$ cat config.mk
export PLATFORM = sky130hd
export DESIGN_NAME = sorted_timer_event_queue_core
export DESIGN_NICKNAME = d
export VERILOG_FILES = /design/src/rtl/core/steq_pkg.sv /design/src/rtl/core/steq_entry_ram.sv /design/src/rtl/core/sorted_timer_event_queue_core.sv
export SDC_FILE = /design/constraint.sdc
export NUM_CORES = 2
export LEC_CHECK = 0
export BUFFER_PORTS_ARGS = -buffer_cell sky130_fd_sc_hd__buf_2
export CAP_MARGIN = 20
export CORE_ASPECT_RATIO = 0.75
export CORE_UTILIZATION = 35
export DETAILED_ROUTE_END_ITERATION = 10
export PLACE_DENSITY = 0.55
export SKIP_LAST_GASP = 1
export SYNTH_ARGS = -nofsm -noshare
export SYNTH_HDL_FRONTEND = slang
export SYNTH_SLANG_ARGS = --single-unit
$ cat constraint.sdc
create_clock -name clock -period 21.2 [get_ports clock]
set_clock_uncertainty 0.05 [all_clocks]
set_input_delay 2.12 -clock clock [delete_from_list [all_inputs] [get_ports clock]]
set_output_delay 2.12 -clock clock [all_outputs]
set_load 0.1 [all_outputs]
$ cat src/rtl/core/steq_pkg.sv
// Shared types and constants of the sorted timer event queue.
package steq_pkg;

   // Result status codes.
   localparam logic [1:0] STATUS_ADDED   = 2'd0;
   localparam logic [1:0] STATUS_FULL    = 2'd1;
   localparam logic [1:0] STATUS_EXPIRED = 2'd2;
   localparam logic [1:0] STATUS_NONE    = 2'd3;

   // Request kinds carried on the input tuser.
   localparam logic REQ_ADD  = 1'b0;
   localparam logic REQ_TICK = 1'b1;

   // Most expiries reported by one tick.
   localparam int MAX_RESULTS = 16;
   localparam int NRES_W      = $clog2(MAX_RESULTS + 1);

   // One stored timer.
   typedef struct packed {
      logic [31:0] due;
      logic [7:0]  handler;
      logic [31:0] argument;
   } entry_type;

endpackage

$ cat src/rtl/core/steq_entry_ram.sv
// Timer entry memory: one write port and one registered read port.
module steq_entry_ram
   import steq_pkg::*;
#(
   parameter int QUEUE_DEPTH = 16,
   parameter int PTR_W       = 4
) (
   input  logic             clock,
   input  logic             wr_en,
   input  logic [PTR_W-1:0] wr_addr,
   input  entry_type        wr_data,
   input  logic             rd_en,
   input  logic [PTR_W-1:0] rd_addr,
   output entry_type        rd_data
);

   entry_type mem_ff [QUEUE_DEPTH];
   entry_type rd_data_ff;

   // Write port.
   always_ff @(posedge clock) begin
      if (wr_en) begin
         mem_ff[wr_addr] <= wr_data;
      end
   end

   // Registered read port; the data holds until the next read.
   always_ff @(posedge clock) begin
      if (rd_en) begin
         rd_data_ff <= mem_ff[rd_addr];
      end
   end

   assign rd_data = rd_data_ff;

endmodule

$ cat src/rtl/core/sorted_timer_event_queue_core.sv
// Top level of the sorted timer event queue: sequencer, ring pointers and output register.
//
// Usage: the req channel takes one item at a time. tuser selects add (0) or tick (1).
// An add computes its due time as uptime plus delay and is inserted after every
// entry with an equal or earlier due time; it gives one result, status added or,
// when the queue holds QUEUE_DEPTH entries, status full. A tick advances the
// uptime by one second and reports every due entry in order (at most 16), the
// final one flagged by tlast, or a single nothing-due result.
// Entries live in a ring in a memory with one write port and one registered read
// port; popping only moves the head. Insertion walks back from the tail; for each
// entry it moves it does one memory read, then one compare and write. A tick reads
// each head entry from the memory and then compares its due time with the uptime.
// The block is ready again as soon as its last result sits in the output
// register, so a stalled receiver delays at most one item. When the receiver
// stalls, results wait in the output register and the sequencer waits with them.
// Reset empties the queue and clears the uptime; memory contents need no clearing.
module sorted_timer_event_queue_core
   import steq_pkg::*;
#(
   parameter int QUEUE_DEPTH = 16
) (
   input  logic        clock,
   input  logic        reset,
   // Request channel.
   input  logic        req_tvalid,
   output logic        req_tready,
   input  logic [55:0] req_tdata,  // handler_id[7:0], handler_arg[39:8], delay_seconds[55:40]
   input  logic [0:0]  req_tuser,  // req_type[0]
   // Result channel.
   output logic        rsp_tvalid,
   input  logic        rsp_tready,
   output logic [71:0] rsp_tdata,  // out_handler_id[7:0], out_handler_arg[39:8], due_time[71:40]
   output logic [1:0]  rsp_tuser,  // status[1:0]
   output logic        rsp_tlast
);

   localparam int PTR_W = (QUEUE_DEPTH > 1) ? $clog2(QUEUE_DEPTH) : 1;
   localparam int CNT_W = $clog2(QUEUE_DEPTH + 1);
   localparam logic [PTR_W-1:0] LAST_IDX = PTR_W'(QUEUE_DEPTH - 1);
   localparam logic [CNT_W-1:0] FULL_CNT = CNT_W'(QUEUE_DEPTH);
   localparam logic [NRES_W-1:0] NRES_MAX = NRES_W'(MAX_RESULTS);

   // Sequencer states.
   localparam logic [2:0] ST_IDLE  = 3'd0;
   localparam logic [2:0] ST_I_RD  = 3'd1;
   localparam logic [2:0] ST_I_CMP = 3'd2;
   localparam logic [2:0] ST_T_RD  = 3'd3;
   localparam logic [2:0] ST_T_CMP = 3'd4;
   localparam logic [2:0] ST_EMIT  = 3'd5;

   typedef struct packed {
      logic [1:0]  status;
      logic [7:0]  handler;
      logic [31:0] argument;
      logic [31:0] due;
   } result_type;

   logic [2:0]        state_ff, state_in;
   logic [PTR_W-1:0]  head_ff, head_in;
   logic [CNT_W-1:0]  count_ff, count_in;
   logic [31:0]       uptime_ff, uptime_in;
   logic [PTR_W-1:0]  ptr_ff, ptr_in;
   logic [CNT_W-1:0]  walk_ff, walk_in;
   logic [NRES_W-1:0] nres_ff, nres_in;
   result_type        hold_ff, hold_in;
   logic              hold_valid_ff, hold_valid_in;
   entry_type         new_ff, new_in;
   logic              rsp_valid_ff, rsp_valid_in;
   result_type        rsp_ff, rsp_in;
   logic              rsp_last_ff, rsp_last_in;

   logic              req_accept;
   logic              out_free;
   logic [CNT_W:0]    tail_sum;
   logic [PTR_W-1:0]  tail_idx;
   logic [PTR_W-1:0]  ptr_prev;
   logic [PTR_W-1:0]  head_next;
   logic              wr_en;
   logic [PTR_W-1:0]  wr_addr;
   entry_type         wr_data;
   logic              rd_en;
   logic [PTR_W-1:0]  rd_addr;
   entry_type         rd_data;

   assign req_tready = (state_ff == ST_IDLE);
   assign req_accept = req_tvalid && req_tready;
   assign out_free   = !rsp_valid_ff || rsp_tready;

   // Ring index arithmetic.
   assign tail_sum  = (CNT_W + 1)'(head_ff) + (CNT_W + 1)'(count_ff);
   assign tail_idx  = (tail_sum >= (CNT_W + 1)'(QUEUE_DEPTH))
                    ? PTR_W'(tail_sum - (CNT_W + 1)'(QUEUE_DEPTH))
                    : PTR_W'(tail_sum);
   assign ptr_prev  = (ptr_ff == '0) ? LAST_IDX : ptr_ff - 1'b1;
   assign head_next = (head_ff == LAST_IDX) ? '0 : head_ff + 1'b1;

   steq_entry_ram #(
      .QUEUE_DEPTH (QUEUE_DEPTH),
      .PTR_W       (PTR_W)
   ) u_entry_ram (
      .clock   (clock),
      .wr_en   (wr_en),
      .wr_addr (wr_addr),
      .wr_data (wr_data),
      .rd_en   (rd_en),
      .rd_addr (rd_addr),
      .rd_data (rd_data)
   );

   // Sequencer: insertion walk, expiry walk and result staging.
   always_comb begin
      state_in      = state_ff;
      head_in       = head_ff;
      count_in      = count_ff;
      uptime_in     = uptime_ff;
      ptr_in        = ptr_ff;
      walk_in       = walk_ff;
      nres_in       = nres_ff;
      hold_in       = hold_ff;
      hold_valid_in = hold_valid_ff;
      new_in        = new_ff;
      rsp_valid_in  = rsp_valid_ff && !rsp_tready;
      rsp_in        = rsp_ff;
      rsp_last_in   = rsp_last_ff;
      wr_en         = 1'b0;
      wr_addr       = ptr_ff;
      wr_data       = new_ff;
      rd_en         = 1'b0;
      rd_addr       = ptr_prev;

      unique case (state_ff)
         ST_IDLE: begin
            if (req_accept) begin
               if (req_tuser[0] == REQ_TICK) begin
                  uptime_in     = uptime_ff + 32'd1;
                  nres_in       = '0;
                  hold_valid_in = 1'b0;
                  state_in      = ST_T_RD;
               end else if (count_ff == FULL_CNT) begin
                  hold_in  = '{status: STATUS_FULL, handler: '0, argument: '0, due: '0};
                  state_in = ST_EMIT;
               end else begin
                  new_in.due      = uptime_ff + 32'(req_tdata[55:40]);
                  new_in.handler  = req_tdata[7:0];
                  new_in.argument = req_tdata[39:8];
                  ptr_in          = tail_idx;
                  walk_in         = count_ff;
                  state_in        = ST_I_RD;
               end
            end
         end

         // Either place the new entry here or fetch the entry below.
         ST_I_RD: begin
            if (walk_ff == '0) begin
               wr_en    = 1'b1;
               count_in = count_ff + 1'b1;
               hold_in  = '{status: STATUS_ADDED, handler: '0, argument: '0, due: new_ff.due};
               state_in = ST_EMIT;
            end else begin
               rd_en    = 1'b1;
               state_in = ST_I_CMP;
            end
         end

         // A later entry moves up one slot; otherwise the new entry lands here.
         ST_I_CMP: begin
            wr_en = 1'b1;
            if (rd_data.due > new_ff.due) begin
               wr_data  = rd_data;
               ptr_in   = ptr_prev;
               walk_in  = walk_ff - 1'b1;
               state_in = ST_I_RD;
            end else begin
               count_in = count_ff + 1'b1;
               hold_in  = '{status: STATUS_ADDED, handler: '0, argument: '0, due: new_ff.due};
               state_in = ST_EMIT;
            end
         end

         // Fetch the head unless the queue is empty or the tick is at its limit.
         ST_T_RD: begin
            rd_addr = head_ff;
            if ((count_ff == '0) || (nres_ff == NRES_MAX)) begin
               if (!hold_valid_ff) begin
                  hold_in = '{status: STATUS_NONE, handler: '0, argument: '0, due: '0};
               end
               state_in = ST_EMIT;
            end else begin
               rd_en    = 1'b1;
               state_in = ST_T_CMP;
            end
         end

         // A due head is popped into the hold register, pushing the previous one out.
         ST_T_CMP: begin
            if (uptime_ff >= rd_data.due) begin
               if (!hold_valid_ff || out_free) begin
                  if (hold_valid_ff) begin
                     rsp_valid_in = 1'b1;
                     rsp_in       = hold_ff;
                     rsp_last_in  = 1'b0;
                  end
                  hold_in       = '{status: STATUS_EXPIRED, handler: rd_data.handler,
                                    argument: rd_data.argument, due: rd_data.due};
                  hold_valid_in = 1'b1;
                  head_in       = head_next;
                  count_in      = count_ff - 1'b1;
                  nres_in       = nres_ff + 1'b1;
                  state_in      = ST_T_RD;
               end
            end else begin
               if (!hold_valid_ff) begin
                  hold_in = '{status: STATUS_NONE, handler: '0, argument: '0, due: '0};
               end
               state_in = ST_EMIT;
            end
         end

         // The final result of the item goes out with tlast set.
         ST_EMIT: begin
            if (out_free) begin
               rsp_valid_in = 1'b1;
               rsp_in       = hold_ff;
               rsp_last_in  = 1'b1;
               state_in     = ST_IDLE;
            end
         end

         default: begin
            state_in = ST_IDLE;
         end
      endcase
   end

   // Control registers.
   always_ff @(posedge clock) begin
      if (reset) begin
         state_ff      <= ST_IDLE;
         head_ff       <= '0;
         count_ff      <= '0;
         uptime_ff     <= '0;
         hold_valid_ff <= 1'b0;
         rsp_valid_ff  <= 1'b0;
      end else begin
         state_ff      <= state_in;
         head_ff       <= head_in;
         count_ff      <= count_in;
         uptime_ff     <= uptime_in;
         hold_valid_ff <= hold_valid_in;
         rsp_valid_ff  <= rsp_valid_in;
      end
   end

   // Payload and walk registers.
   always_ff @(posedge clock) begin
      ptr_ff      <= ptr_in;
      walk_ff     <= walk_in;
      nres_ff     <= nres_in;
      hold_ff     <= hold_in;
      new_ff      <= new_in;
      rsp_ff      <= rsp_in;
      rsp_last_ff <= rsp_last_in;
   end

   assign rsp_tvalid = rsp_valid_ff;
   assign rsp_tdata  = {rsp_ff.due, rsp_ff.argument, rsp_ff.handler};
   assign rsp_tuser  = rsp_ff.status;
   assign rsp_tlast  = rsp_last_ff;

endmodule
==> impl_metrics.toml <==
[outcome]
status = "finished, final reports clean"

[routing]
routed_wl_mm = 148
first_iter_violations = 3168
antenna_left = 0
drcViolationCount = 0
wl_per_cell_um = 25.0
drtPass1Iterations = 5
viasPerCell = 5.23
num_vias = 30900

[clocking]
cts_tree = "done"
clockBufferDepth = 3
htree_levels = 4
clkSlewWorstSetupHoldPaths_ns = 0.06
worstSkewPairLatency_ns = 0.82
clockRootBuffer = "clkbuf_16"
clkSinkCount = 1505
numCtsBuffers = 151
hold_buffers = 0
cts_resized = 0
cts_setup_buffers = 0

[timing]
finalHoldViolations = 0
tightest_slew_ns = 1.09
drv_slew = 0
grt_setup_unrepaired = "no"
min_period_ns = 5.84
fin_crit_sh = 0.275
maxSlewHeadroom = 0.271
tns_ns = 0
setup-violations-final = 0
fmax_mhz = 171

[placed_design]
routabilityCongestion = 0.765
portBuffers = 137
hpwl_mm = 76.6

[logic_synthesis]
syn-num-nets = 3467
synth_compound_area_frac = 0.0463
synth-xor-area-share = 0.00972
syn_avg_cell_area_um2 = 18.3
synth-seq-cells = 1505
synth_top_family_by_area = "multiplexers"
synthArstFlopShare = 0
netlist_area_um2 = 60400
yosys.area_share.simple = 0.0515
muxShareOfSynthArea = 0.109
synth_warnings = 0
ys_seq_area_frac = 0.741
syn_inst = 3307
synth_ff_type = "edfxtp_1"
ys_types = 70
synth-edff-count = 1459
yosys.area_share.adder = 0.0209

[critical_path]
crit_path_end_kind = "flop"
cp.required_ns = 21.64
critPathMaxFanout = 100
crit_path_start_kind = "flop"
critPathKind = "flop to flop"
crit_arrival_ns = 6.28

[power]
pwr_density_cell_nw_per_um2 = 119
p_leak_nw = 22.8
irDropWorstVdd_mv = 0.160

[global_routing]
track_usage = 0.169
use_met2 = 0.263
grt_overflow = 0
antenna_found_initial = 2
grt_max_degree = 145
grt_pass1_wl_mm = 215
busiest_layer = "met2"
met3_usage = 0.0285
grt_pass1_vias = 31200
grt_util_met1 = 0.248

[finish]
num-nets-final = 3686
postLayoutCoreUtil = 0.403
final_common_cell = "edfxtp_1"
nFillCells = 15200
syn2layout_area_growth_pct = 14.0
drive_above_1_share = 0.212
final-seq-area_um2 = 44700
multiInputGateArea_um2 = 14600
layout_common_cells = "1459 x edfxtp_1, 357 x nand2_1, 288 x mux4_2"

[floorplan]
rows = 131
chipWidth_um = 482
io_pins = 138
start_util = 0.354
die_h_um = 362
dieArea_um2 = 174000
core_area_um2 = 171000

[min_path]
min_path_type = "flop to flop"

[job]
maxCapViolCount = 0
==> stage by stage <==
step           std cells  worst slack (ns)  power [W]  instance area [um2]  hold WS (ns)
6_report            5916             15.36    0.00817                68800         0.393
5_1_grt             5915             14.72    0.00854                68800         0.419
4_1_cts             5911             15.11    0.00828                68800         0.400
3_5_place_dp        5631             15.10    0.00565                63900         0.391
3_3_place_gp        5630             15.13    0.00564                63900         0.390
2_1_floorplan       3307             12.85    0.00514                60400         0.371
==> area by class of cell <==
cell class,count,share of cell area
clock buffers,192,0.0571
repair buffers,233,0.0217
well taps,2261,0.0411
inverters,90,0.00491
flip-flops and latches,1505,0.650
diodes,2,0.0000727
multi-input cells,1545,0.212
clock inverters,88,0.0137
==> metal layers <==
metal	routed length [um]	vias up	part of all wire
met1	67900	16200	0.46
met4	2230	0	0.015
met2	69000	894	0.47
li1	-	13600	-
met3	8860	162	0.060
met5	0	-	0
==> final timing paths <==
check | from | to | slack [ns] | cells after the start
hold reg to reg | hold_ff[17] | rsp_tdata[57] | 0.39 | 0
setup reg to reg | state_ff[2] | u_entry_ram.rd_data[56] | 15.36 | 11
setup / recovery | state_ff[2] | u_entry_ram.rd_data[56] | 15.36 | 11
hold / removal | hold_ff[17] | rsp_tdata[57] | 0.39 | 0
==> worst max-delay path, stage by stage (launching register included) <==
cell,delay [ns]
dfxtp_2,0.32
buf_4,0.49
nand3b_1,0.69
nor2_1,0.16
a21oi_4,0.66
buf_4,0.66
buf_12,0.63
buf_4,0.74
mux4_2,0.58
and2_1,0.16
a211oi_1,0.21
a31oi_1,0.07
==> flip-flops by register name (all words and copies together), names as in the netlist, 5 cells and up <==
| name | cells |
|---|---|
| count_ff | 5 |
| hold_ff | 74 |
| new_ff | 72 |
| nres_ff | 5 |
| rsp_tdata | 72 |
| u_entry_ram.mem_ff | 1152 |
| u_entry_ram.rd_data | 72 |
| uptime_ff | 32 |
| walk_ff | 5 |
==> cell families (layout without fill, tap and decap cells) <==
logic type	Yosys count	count (layout)
mux	298	298
other cells	0	2
buf+inv	257	603
xor+xnor	67	67
compound gates	398	398
simple gates	683	683
flops	1505	1505
fa+ha+maj	99	99
==> report_power, final <==
part | leakage [nW] | internal [W] | total (W) | switching [W]
Combinational | 6.79 | 0.000716 | 0.00179 | 0.00107
Sequential | 13.6 | 0.00364 | 0.00376 | 0.000128
Clock | 2.34 | 0.00143 | 0.00262 | 0.00119
==> synthesized netlist by cell type (all sizes together), types with 4 or more instances <==
| cell | count | area share |
|---|---|---|
| a211oi | 80 | 0.0099 |
| a21o | 19 | 0.0024 |
| a21oi | 47 | 0.0043 |
| a221o | 32 | 0.0053 |
| a22o | 41 | 0.0059 |
| a311oi | 4 | 0.00068 |
| a31oi | 77 | 0.0080 |
| and2 | 77 | 0.0080 |
| and3 | 15 | 0.0016 |
| and4 | 5 | 0.00073 |
| buf | 83 | 0.011 |
| clkbuf | 84 | 0.0052 |
| dfxtp | 46 | 0.015 |
| edfxtp | 1459 | 0.73 |
| ha | 96 | 0.020 |
| inv | 90 | 0.0056 |
| mux2 | 4 | 0.00075 |
| mux2i | 6 | 0.0012 |
| mux4 | 288 | 0.11 |
| nand2 | 357 | 0.022 |
| nand2b | 7 | 0.00073 |
| nand3 | 29 | 0.0025 |
| nand4 | 18 | 0.0019 |
| nor2 | 97 | 0.0062 |
| nor2b | 8 | 0.00083 |
| nor3 | 50 | 0.0044 |
| o211ai | 4 | 0.00050 |
| o21a | 6 | 0.00075 |
| o21ai | 64 | 0.0053 |
| or3 | 7 | 0.00081 |
| xnor2 | 35 | 0.0051 |
| xor2 | 32 | 0.0046 |
Note: power is estimated with default switching activity, not from simulation.
